File: src/rtl/rfsp_pkg.sv
// Shared constants, types and the varint group step for the record parser.
// No dependencies.
package rfsp_pkg;

	localparam int LENGTH_BITS = 32;
	localparam int SEQ_BYTES   = 7;
	localparam int SEQ_W       = SEQ_BYTES * 8;
	localparam int MAX_GROUPS  = (LENGTH_BITS + 6) / 7;
	localparam int GRP_W       = $clog2(MAX_GROUPS + 1);
	localparam int CNT_W       = (LENGTH_BITS > 8) ? LENGTH_BITS : 8;
	localparam int WIDE_W      = LENGTH_BITS + 7;
	localparam int QDEPTH      = 4;
	localparam int QPTR_W      = $clog2(QDEPTH);
	localparam int QCNT_W      = $clog2(QDEPTH + 1);

	typedef enum logic [2:0] {
		KIND_KEYLEN = 3'd0,
		KIND_KEY    = 3'd1,
		KIND_SEQ    = 3'd2,
		KIND_TYPE   = 3'd3,
		KIND_VARINT = 3'd4,
		KIND_VALUE  = 3'd5
	} kind_t;

	// One classified item handed from front to back.
	typedef struct packed {
		kind_t       kind;
		logic [7:0]  data;
		logic        done;
		logic        last;
	} entry_t;

	typedef struct packed {
		logic [LENGTH_BITS-1:0] acc;
		logic [GRP_W-1:0]       grp;
		logic                   err;
	} varint_t;

	// Fold one base-128 group into the accumulator; flag groups past the
	// limit and payload bits above LENGTH_BITS.
	function automatic varint_t varint_step(input logic [LENGTH_BITS-1:0] acc,
			input logic [GRP_W-1:0] grp, input logic [7:0] b);
		varint_t            r;
		logic [WIDE_W-1:0]  wide;
		r.acc = acc;
		r.grp = grp;
		r.err = 1'b0;
		wide  = '0;
		if (grp >= GRP_W'(MAX_GROUPS)) begin
			r.err = 1'b1;
		end else begin
			wide  = WIDE_W'(b[6:0]) << (7 * int'(grp));
			r.acc = acc | wide[LENGTH_BITS-1:0];
			r.err = |wide[WIDE_W-1:LENGTH_BITS];
			r.grp = grp + 1'b1;
		end
		return r;
	endfunction

endpackage

File: src/rtl/record_field_stream_parser_unit.sv
// Record parser top level: one result per input byte, one byte per cycle sustained while full stays low.
// Path: an accepted byte is classified combinationally, written into the queue, then registered.
// Throughput: 1 byte/cycle while full is low, set by the front phase/count register, which resolves each
// byte as it is accepted; a 4-entry queue and the result register absorb output stalls.
// Reset: arst_n clears phase, counts, header fields and the queue; empty reads high.
// Depends on rfsp_pkg, rfsp_front, rfsp_queue, rfsp_back.
module record_field_stream_parser_unit (
	input  logic                               clk,
	input  logic                               arst_n,
	input  logic                               push,
	output logic                               full,
	input  logic [7:0]                         data_byte,
	output logic                               empty,
	input  logic                               pop,
	output logic [2:0]                         field_kind,
	output logic [7:0]                         byte_out,
	output logic [7:0]                         key_length,
	output logic [rfsp_pkg::SEQ_W-1:0]         sequence_number,
	output logic [7:0]                         record_type,
	output logic [rfsp_pkg::LENGTH_BITS-1:0]   value_length,
	output logic                               header_done,
	output logic                               record_last,
	output logic                               length_error
);
	import rfsp_pkg::*;

	entry_t front_entry, q_entry;
	logic   accept, q_valid, q_rd;

	assign accept = push && !full;

	rfsp_front u_front (
		.clk       (clk),
		.arst_n    (arst_n),
		.accept    (accept),
		.data_byte (data_byte),
		.entry     (front_entry)
	);

	rfsp_queue u_queue (
		.clk      (clk),
		.arst_n   (arst_n),
		.wr       (accept),
		.wr_entry (front_entry),
		.full     (full),
		.rd       (q_rd),
		.rd_entry (q_entry),
		.nonempty (q_valid)
	);

	rfsp_back u_back (
		.clk             (clk),
		.arst_n          (arst_n),
		.q_valid         (q_valid),
		.q_entry         (q_entry),
		.q_rd            (q_rd),
		.empty           (empty),
		.pop             (pop),
		.field_kind      (field_kind),
		.byte_out        (byte_out),
		.key_length      (key_length),
		.sequence_number (sequence_number),
		.record_type     (record_type),
		.value_length    (value_length),
		.header_done     (header_done),
		.record_last     (record_last),
		.length_error    (length_error)
	);

endmodule

File: src/rtl/rfsp_front.sv
// Front part: tracks the record phase and byte counts and classifies each byte.
// Depends on rfsp_pkg.
module rfsp_front (
	input  logic            clk,
	input  logic            arst_n,
	input  logic            accept,
	input  logic [7:0]      data_byte,
	output rfsp_pkg::entry_t entry
);
	import rfsp_pkg::*;

	typedef enum logic [2:0] {
		PH_KEYLEN = 3'd0,
		PH_KEY    = 3'd1,
		PH_SEQ    = 3'd2,
		PH_TYPE   = 3'd3,
		PH_VARINT = 3'd4,
		PH_VALUE  = 3'd5
	} phase_t;

	phase_t                 phase_q, phase_d;
	logic [CNT_W-1:0]       left_q, left_d;
	logic [GRP_W-1:0]       grp_q, grp_d;
	logic [LENGTH_BITS-1:0] acc_q, acc_d;
	varint_t                vstep;

	assign vstep = varint_step(acc_q, grp_q, data_byte);

	always_comb begin
		phase_d    = phase_q;
		left_d     = left_q;
		grp_d      = grp_q;
		acc_d      = acc_q;
		entry.data = data_byte;
		entry.kind = KIND_KEYLEN;
		entry.done = 1'b0;
		entry.last = 1'b0;
		unique case (phase_q)
			PH_KEY: begin
				entry.kind = KIND_KEY;
				left_d     = left_q - 1'b1;
				if (left_q == CNT_W'(1)) begin
					phase_d = PH_SEQ;
					left_d  = CNT_W'(SEQ_BYTES);
				end
			end
			PH_SEQ: begin
				entry.kind = KIND_SEQ;
				left_d     = left_q - 1'b1;
				if (left_q == CNT_W'(1)) phase_d = PH_TYPE;
			end
			PH_TYPE: begin
				entry.kind = KIND_TYPE;
				phase_d    = PH_VARINT;
				grp_d      = '0;
				acc_d      = '0;
			end
			PH_VARINT: begin
				entry.kind = KIND_VARINT;
				grp_d      = vstep.grp;
				acc_d      = vstep.acc;
				if (!data_byte[7]) begin
					entry.done = 1'b1;
					left_d     = CNT_W'(vstep.acc);
					if (vstep.acc == '0) begin
						entry.last = 1'b1;
						phase_d    = PH_KEYLEN;
					end else begin
						phase_d = PH_VALUE;
					end
				end
			end
			PH_VALUE: begin
				entry.kind = KIND_VALUE;
				left_d     = left_q - 1'b1;
				if (left_q == CNT_W'(1)) begin
					entry.last = 1'b1;
					phase_d    = PH_KEYLEN;
				end
			end
			default: begin
				// key length byte; unused phase codes land here too
				entry.kind = KIND_KEYLEN;
				grp_d      = '0;
				acc_d      = '0;
				if (data_byte == 8'd0) begin
					phase_d = PH_SEQ;
					left_d  = CNT_W'(SEQ_BYTES);
				end else begin
					phase_d = PH_KEY;
					left_d  = CNT_W'(data_byte);
				end
			end
		endcase
	end

	always_ff @(posedge clk or negedge arst_n) begin
		if (!arst_n) begin
			phase_q <= PH_KEYLEN;
			left_q  <= '0;
			grp_q   <= '0;
			acc_q   <= '0;
		end else if (accept) begin
			phase_q <= phase_d;
			left_q  <= left_d;
			grp_q   <= grp_d;
			acc_q   <= acc_d;
		end
	end

endmodule

File: src/rtl/rfsp_queue.sv
// Short queue of classified items between the front and back parts.
// Depends on rfsp_pkg.
module rfsp_queue (
	input  logic             clk,
	input  logic             arst_n,
	input  logic             wr,
	input  rfsp_pkg::entry_t wr_entry,
	output logic             full,
	input  logic             rd,
	output rfsp_pkg::entry_t rd_entry,
	output logic             nonempty
);
	import rfsp_pkg::*;

	entry_t            slot_q [QDEPTH];
	logic [QPTR_W-1:0] wptr_q, rptr_q;
	logic [QCNT_W-1:0] cnt_q;
	logic              do_wr, do_rd;

	assign full     = (cnt_q == QCNT_W'(QDEPTH));
	assign nonempty = (cnt_q != '0);
	assign do_wr    = wr && !full;
	assign do_rd    = rd && nonempty;
	assign rd_entry = slot_q[rptr_q];

	always_ff @(posedge clk) begin
		if (do_wr) slot_q[wptr_q] <= wr_entry;
	end

	always_ff @(posedge clk or negedge arst_n) begin
		if (!arst_n) begin
			wptr_q <= '0;
			rptr_q <= '0;
			cnt_q  <= '0;
		end else begin
			if (do_wr) wptr_q <= wptr_q + 1'b1;
			if (do_rd) rptr_q <= rptr_q + 1'b1;
			if (do_wr && !do_rd) cnt_q <= cnt_q + 1'b1;
			else if (do_rd && !do_wr) cnt_q <= cnt_q - 1'b1;
		end
	end

endmodule

File: src/rtl/rfsp_back.sv
// Back part: assembles header fields from classified items into a result register.
// Depends on rfsp_pkg.
module rfsp_back (
	input  logic                               clk,
	input  logic                               arst_n,
	input  logic                               q_valid,
	input  rfsp_pkg::entry_t                   q_entry,
	output logic                               q_rd,
	output logic                               empty,
	input  logic                               pop,
	output logic [2:0]                         field_kind,
	output logic [7:0]                         byte_out,
	output logic [7:0]                         key_length,
	output logic [rfsp_pkg::SEQ_W-1:0]         sequence_number,
	output logic [7:0]                         record_type,
	output logic [rfsp_pkg::LENGTH_BITS-1:0]   value_length,
	output logic                               header_done,
	output logic                               record_last,
	output logic                               length_error
);
	import rfsp_pkg::*;

	logic [7:0]             key_q, key_d;
	logic [SEQ_W-1:0]       seq_q, seq_d;
	logic [7:0]             type_q, type_d;
	logic [LENGTH_BITS-1:0] acc_q, acc_d;
	logic [GRP_W-1:0]       grp_q, grp_d;
	logic                   err_q, err_d;
	varint_t                vstep;

	logic                   out_valid_q;
	kind_t                  kind_q;
	logic [7:0]             byte_q, okey_q, otype_q;
	logic [SEQ_W-1:0]       oseq_q;
	logic [LENGTH_BITS-1:0] olen_q;
	logic                   done_q, last_q, oerr_q;

	assign q_rd  = q_valid && (!out_valid_q || pop);
	assign vstep = varint_step(acc_q, grp_q, q_entry.data);

	always_comb begin
		key_d  = key_q;
		seq_d  = seq_q;
		type_d = type_q;
		acc_d  = acc_q;
		grp_d  = grp_q;
		err_d  = err_q;
		unique case (q_entry.kind)
			KIND_KEYLEN: begin
				key_d  = q_entry.data;
				seq_d  = '0;
				type_d = '0;
				acc_d  = '0;
				grp_d  = '0;
				err_d  = 1'b0;
			end
			KIND_SEQ: seq_d = SEQ_W'({seq_q, q_entry.data});
			KIND_TYPE: begin
				type_d = q_entry.data;
				acc_d  = '0;
				grp_d  = '0;
			end
			KIND_VARINT: begin
				acc_d = vstep.acc;
				grp_d = vstep.grp;
				err_d = err_q | vstep.err;
			end
			default: ; // key and value bytes leave the header alone
		endcase
	end

	always_ff @(posedge clk or negedge arst_n) begin
		if (!arst_n) begin
			key_q       <= '0;
			seq_q       <= '0;
			type_q      <= '0;
			acc_q       <= '0;
			grp_q       <= '0;
			err_q       <= 1'b0;
			out_valid_q <= 1'b0;
		end else begin
			if (q_rd) begin
				key_q  <= key_d;
				seq_q  <= seq_d;
				type_q <= type_d;
				acc_q  <= acc_d;
				grp_q  <= grp_d;
				err_q  <= err_d;
			end
			if (q_rd) out_valid_q <= 1'b1;
			else if (pop) out_valid_q <= 1'b0;
		end
	end

	// Result register: payload only, qualified by out_valid_q.
	always_ff @(posedge clk) begin
		if (q_rd) begin
			kind_q  <= q_entry.kind;
			byte_q  <= q_entry.data;
			okey_q  <= key_d;
			oseq_q  <= seq_d;
			otype_q <= type_d;
			olen_q  <= acc_d;
			done_q  <= q_entry.done;
			last_q  <= q_entry.last;
			oerr_q  <= err_d;
		end
	end

	assign empty           = !out_valid_q;
	assign field_kind      = kind_q;
	assign byte_out        = byte_q;
	assign key_length      = okey_q;
	assign sequence_number = oseq_q;
	assign record_type     = otype_q;
	assign value_length    = olen_q;
	assign header_done     = done_q;
	assign record_last     = last_q;
	assign length_error    = oerr_q;

endmodule

File: config.mk
export PLATFORM = sky130hd
export DESIGN_NAME = record_field_stream_parser_unit
export DESIGN_NICKNAME = d
export VERILOG_FILES = /design/src/rtl/rfsp_pkg.sv /design/src/rtl/record_field_stream_parser_unit.sv /design/src/rtl/rfsp_front.sv /design/src/rtl/rfsp_queue.sv /design/src/rtl/rfsp_back.sv
export SDC_FILE = /design/constraint.sdc
export NUM_CORES = 1
export LEC_CHECK = 0
export BUFFER_PORTS_ARGS = -buffer_cell sky130_fd_sc_hd__buf_2
export CORE_MARGIN = 3
export CORE_UTILIZATION = 32
export CTS_CLUSTER_SIZE = 28
export DETAILED_ROUTE_END_ITERATION = 6
export SYNTH_ARGS = -nofsm -noshare
export SYNTH_HDL_FRONTEND = slang
export SYNTH_SLANG_ARGS = --single-unit
File: constraint.sdc
create_clock -name clk -period 5.6 [get_ports clk]
set_input_delay 0.28 -clock clk [delete_from_list [all_inputs] [get_ports clk]]
set_output_delay 0.28 -clock clk [all_outputs]
set_load 0.005 [all_outputs]
# Yosys cells after proc, flatten, opt, wreduce, memory -nomap -nowiden
# Memories as Yosys holds them, arrays and structs flattened.
# Cells that the tools add are included.
# totals
regBits,304
mem_bits_rw,52
inputBits,12
word_cells,119
memories,1
# mem_list
memory,words,width,rd,rd_ports_with_merged_regs,write_ports,line,text
u_queue.slot_q,4,13,1,0,1,rfsp_queue.sv:15,entry_t slot_q [QDEPTH];
# classes
add_sub_neg,7
mul,2
order_cmp,2
eq_ne,16
n_shift,2
mux,34
bitwise,5
n_reduce_logical,27
# op_table
operator,count
$pmux W32 S2,2
$pmux W32 S4,1
$pmux W56 S2,1
$mux W35,2
$mux W32,2
$or A32 B32 Y32,2
$shl A7 B32 Y39,1
$eq A32 B1 Y1 const B,1
$logic_not A32 Y1,1
$shl A7 B32 Y32,1
$sub A32 B1 Y32 const B,1
$pmux W3 S5,2
$mux W3,7
$mux W8,2
$pmux W8 S2,1
$eq A3 B2 Y1 const B,4
$eq A3 B3 Y1 const B,4
$mul A3 B3 Y6 const A,2
$pmux W3 S2,2
$add A3 B1 Y3 const B,3
$reduce_and A3 Y1,3
$logic_not A8 Y1,1
$mux W1,8
$reduce_or A7 Y1,1
other kinds (20),40

# Longest topological paths before layout
# depth
word_depth,8
mapped_depth,11
mapped_depth_nobuf,9

# Cells and area by module
# From an unflattened synthesis, not the netlist that was laid out.
# unflattened
hier_cells,1398
hier_area_um2,15811.4
# modules_own_cells
module,n_inst,cells_each,area_each_um2
rfsp_back,1,771,9113.7
rfsp_front,1,523,4357.9
rfsp_queue,1,103,2326.0
record_field_stream_parser_unit,1,1,13.8

# Least setup slack after synthesis
# No wires, ideal clock.
# synth_path
path_type,register to register
startpoint,reg u_queue.cnt_q[0]
endpoint,"reg u_back.byte_q[0] (netlist: u_back.byte_out[0]), enable pin"
t_arrival_ns,4.715
required_ns,5.072
path_slack_ns,0.356
path_stages_with_launch,7
period_less_slack_ns,5.244
path_cell_list,dfrtp_1 nor3_1 a21o_1 clkbuf_1 inv_2 buf_1 clkbuf_1
# synth_via
elab_chain_cells,2
# synth_lines
item,line,text
"start, declared",rfsp_queue.sv:17,logic [QCNT_W-1:0] cnt_q;
"start signal, assigned",rfsp_queue.sv:38,if (do_wr && !do_rd) cnt_q <= cnt_q + 1'b1;
"start signal, assigned",rfsp_queue.sv:39,else if (do_rd && !do_wr) cnt_q <= cnt_q - 1'b1;
$reduce_bool A3 Y1,rfsp_queue.sv:21,assign nonempty = (cnt_q != '0);
$logic_and A1 B1 Y1,rfsp_back.sv:38,assign q_rd = q_valid && (!out_valid_q || pop);
via q_rd,record_field_stream_parser_unit.sv:28,"logic accept, q_valid, q_rd;"
"end signal, assigned",rfsp_back.sv:99,byte_q <= q_entry.data;
"end, declared",rfsp_back.sv:33,"logic [7:0] byte_q, okey_q, otype_q;"
# The timed path passes the listed nets, and every way through them passes these cells.
# A chain may end at the register's enable or synchronous reset.

# Worst setup path in the final report
# layout_path
startpoint,reg u_queue.rptr_q[0]
endpoint,reg u_back.acc_q[26]
# layout_via
elab_chain_cells,5
# layout_lines
item,line,text
"start, declared",rfsp_queue.sv:16,"logic [QPTR_W-1:0] wptr_q, rptr_q;"
"start signal, assigned",rfsp_queue.sv:37,if (do_rd) rptr_q <= rptr_q + 1'b1;
$mem_v2 Z4 W13 *,--,
$shl A7 B32 Y39,rfsp_pkg.sv:52,wide = WIDE_W'(b[6:0]) << (7 * int'(grp));
$or A32 B32 Y32,rfsp_pkg.sv:53,r.acc = acc | wide[LENGTH_BITS-1:0];
$mux W35,rfsp_pkg.sv:49,if (grp >= GRP_W'(MAX_GROUPS)) begin
$pmux W32 S2 *,rfsp_back.sv:48,unique case (q_entry.kind)
"end signal, assigned",rfsp_back.sv:77,acc_q <= '0;
"end signal, assigned",rfsp_back.sv:86,acc_q <= acc_d;
"end, declared",rfsp_back.sv:26,"logic [LENGTH_BITS-1:0] acc_q, acc_d;"
# Mark *: on every way between the ends. The rest lies on a longest branch, timed or not. The select of a mux whose other input is x is not followed.

==> impl_results.md <==
* Setup TNS at 0 ps
* Max-cap viol count at 0
* Pwr per Cell Area at 588 nW/um^2
* Layout area overhead at 16.2%
* Critical path required time at 6020 ps
* CP Capture Type: flip-flop
* Routed wl met2 at 18.9 mm
* Reg2Reg Depth at 6
* Logic pwr share at 0.316
* Minimum clock period at roughly 3600 ps
* Crit path launch: u_queue.rptr_q[0]$_DFFE_PN0P_
* Tightest Pin Transition at 1240 ps
* Diodes inserted at 0
* # rows at 81
* Non-filler cells, final at 2,202
* Clock skew at 28.8 ps
* CTS Root Cell: clkbuf_16
* Reg2Reg Setup Slack at 1980 ps
* DRT Pass-1 Iters at 6
* EDFF count, synth at 170
* Via/cell ratio at 5.31
* Worst r2r dst: u_back.acc_q[26]$_DFFE_PN0P_
* CP delay by family, top: compound AO/OA/AOI/OAI gates
* Vias in the first global route at 11,200
* Final setup vio count at 0
* P_int at between 7 and 8 mW
* Max-Slew Margin vs Limit at 0.163
* Startpoint types: flip-flop
* Syn Std Cell Area at 16,000 sq um
* DPL Wire Length at roughly 25 mm
* Post-route DRC at 0
* First-pass GRT wire length at around 63 mm
* Worst-path cell with the longest stage delay: dfrtp_1
* Largest cells by area after synthesis: edfxtp_1 32%, dfrtp_1 29%, nor2_1 3.9%
* Worst VDD drop at 0.267 mV
* Dpl ws at around 1900 ps
* Ys flop type: dfrtp_1
* Met3 WL at 2.33 mm
* Net Sw Power at 3.92 mW
* RSZ-0062 raised after global routing: false
* Die area at 52,700 sq um
* Crit path depth at 6
* Count leader, synth: dfrtp_1
* Max Slew Vio Count at 0
* CTS tree: done
* Clock-pin slew on the worst setup and hold paths at around 60 ps
* WP data arrival at 4040 ps
* Total track usage at 0.148
* Synthesized flop and latch total at between 300 and 400
* Yosys warnings at 0
* Gpl congestion at 0.842
* Initial drt markers at 1,099
* Clk_lat worst skew at 560 ps
* Total grt overflow at 0
* Crit path cell chain: mux4_2 -> buf_4 -> nand2_1 -> a21oi_4 -> nand2_4 -> a22o_1
* Critical path peak fanout at 61
* Largest net degree at the start of global routing at 135
* Top cell type's share of synthesized area at 0.319
* Crit path capture: u_back.acc_q[26]$_DFFE_PN0P_
* Syn Nets at between 1,000 and 1,500
* Sequential share of the synthesized area at 0.610
* Boundary Pins at 132
* Crit-path max cell delay at 900 ps
* Fin area at 18,600 sq um
* Final worst slack at 1980 ps
* Die Y at ~230 um
* Buf/Inv on CP at 1
* Clock Power Share at 0.252
* Highest Signal Layer: met4
* Synthesized instance count at around 1,400
* Post-CTS resize count at 0
* Net Sw Frac at 0.359
* Synth cell count leaders: 186 x dfrtp_1, 170 x edfxtp_1, 167 x nor2_1
* Cell Area, Placed at 17,200 sq um
* H-tree levels at 2
* Initial antenna violation count at 0
* IO Port Bufs at 131
* Maximum root-to-sink buffer count at 3
* Fmax at 276 MHz
* Post-CTS Setup Inserts at 0
* Fin nets at 1,531
* Core Box Area at roughly 49,000 sq um
* Detail Route Antenna Nets at 0
* Die X at between 200 and 250 um
* Crit Path Category: reg2reg
* Worst R2R Start: u_queue.rptr_q[0]$_DFFE_PN0P_
* Worst hold path type: in2reg
* Final cycle utilization of the critical path at 0.647
* Placed cells at roughly 2,100
* Syn_area_per_cell at 11.3 sq um
* Drt wl/cell at 18.1 um
* Sequential fraction of design power at 0.431
* Via count at 11,700
* Num Clock Sinks at roughly 360
* Initial Utilization at 0.326
* LEAKAGE at 7.49 nW
* Post-synth ARST share at 0.522
* Outcome: complete, no violations
* Share of cells above drive strength 1 at 0.178
* Hold Vio Cnt, Final at 0
* Clock buffer count from CTS at 40
* Final WL at 39.8 mm
* Wl on met1 at 17.5 mm
* Unique masters post-synth at 85
* Synth area leader: edfxtp_1
## how the worst min path moves through the flow
stage                       startpoint                              to  slack [ps]  cells after the start
after global routing      data_byte[7]  u_queue.slot_q[1][9]$_DFFE_PP_         130                      1
after floorplan                 arst_n     u_back.acc_q[0]$_DFFE_PN0P_         -20                      0
after CTS                 data_byte[7]  u_queue.slot_q[2][9]$_DFFE_PP_         120                      1
final                     data_byte[0]  u_queue.slot_q[1][2]$_DFFE_PP_         150                      1
after detailed placement        arst_n    u_back.acc_q[11]$_DFFE_PN0P_         270                      1
after global placement          arst_n    u_back.acc_q[13]$_DFFE_PN0P_         260                      1
## flip-flops by register name (all words and copies together), names as in the netlist, 3 cells and up
signal,cells
u_back.grp_q,3
u_back.value_length,32
u_back.key_q,8
u_back.field_kind,3
u_front.grp_q,3
u_queue.cnt_q,3
u_back.type_q,8
u_back.key_length,8
u_front.phase_q,3
u_front.left_q,32
u_back.record_type,8
u_queue.slot_q,52
u_back.seq_q,56
u_back.byte_out,8
u_back.sequence_number,56
u_front.acc_q,32
u_back.acc_q,32
## worst register-to-register path, stage by stage, from the launching register on
cell and delay (ps):
dfrtp_1 900, mux4_2 550, buf_4 600, nand2_1 260, a21oi_4 620, nand2_4 270, a22o_1 310
## cell usage in the layout (no fill, tap or decap), types with 6 or more instances in the layout
cell,count
nand2_1,164
a211oi_1,6
clkbuf_1,6
a22o_1,39
edfxtp_1,170
nand3_1,64
clkbuf_16,42
mux2_2,20
nor3_1,27
o31ai_1,11
clkinv_2,6
nor2b_1,6
o41ai_1,9
or3_1,8
mux4_2,13
inv_1,25
nor4_1,13
clkinv_1,6
a31oi_1,69
buf_2,130
ha_1,11
o211ai_1,6
nor2_1,166
and3_1,6
o21ai_0,38
bufinv_16,6
buf_4,16
a21oi_1,98
dfrtp_1,186
o2bb2ai_1,7
a21o_1,7
or4_1,8
nand4_1,9
or2_2,8
## cells by family (layout without fill, tap and decap cells)
group	count (synthesis)	count (layout)	share of synthesized area
and+or+nand+nor	530	530	0.160
xor gates and xnor gates	10	10	0.00547
AOI/OAI and AO/OA	342	342	0.144
muxes	38	38	0.0357
buffers and inverters	132	250	0.0353
DFF	356	356	0.610
adders and majority gates	12	12	0.00985
## power groups by stage
stage / registers, mW / logic [mW] / clock network (mW)
2_1_floorplan: 4.55 / 2.39 / 0
3_3_place_gp: 4.72 / 3.40 / 0
3_5_place_dp: 4.75 / 3.47 / 0
4_1_cts: 4.71 / 3.48 / 2.83
5_1_grt: 4.85 / 3.85 / 2.93
6_report: 4.71 / 3.45 / 2.76
## layout make-up
type                       instances  area, sq um
tap                              664          831
clock buffer                      51         1110
timing repair buffer             149          805
multi-input combinational        932         5690
sequential                       356         9760
fill                            4700        30600
clock inverter                    22          280
inverter                          28          113
## metrics by stage
step           total power, mW  utilization  hold WS, ps
5_1_grt                   11.6        0.378          129
4_1_cts                   11.0        0.378          115
3_5_place_dp              8.22        0.349          271
6_report                  10.9        0.378          155
3_3_place_gp              8.12        0.349          259
2_1_floorplan             6.94            -        -15.6
## metal layers
| layer | up-vias | global-route usage |
|---|---|---|
| li1 | 5427 | - |
| met4 | 0 | 0.0451 |
| met1 | 5772 | 0.202 |
| met5 | - | 0 |
| met2 | 409 | 0.240 |
| met3 | 78 | 0.0266 |
## repair_timing
action | in CTS | in global routing
endpoints found under the setup margin | 0 | 0
hold endpoints to repair | 51 | 0
hold buffers | 2 | 0
Note: power is estimated with default switching activity, not from simulation.
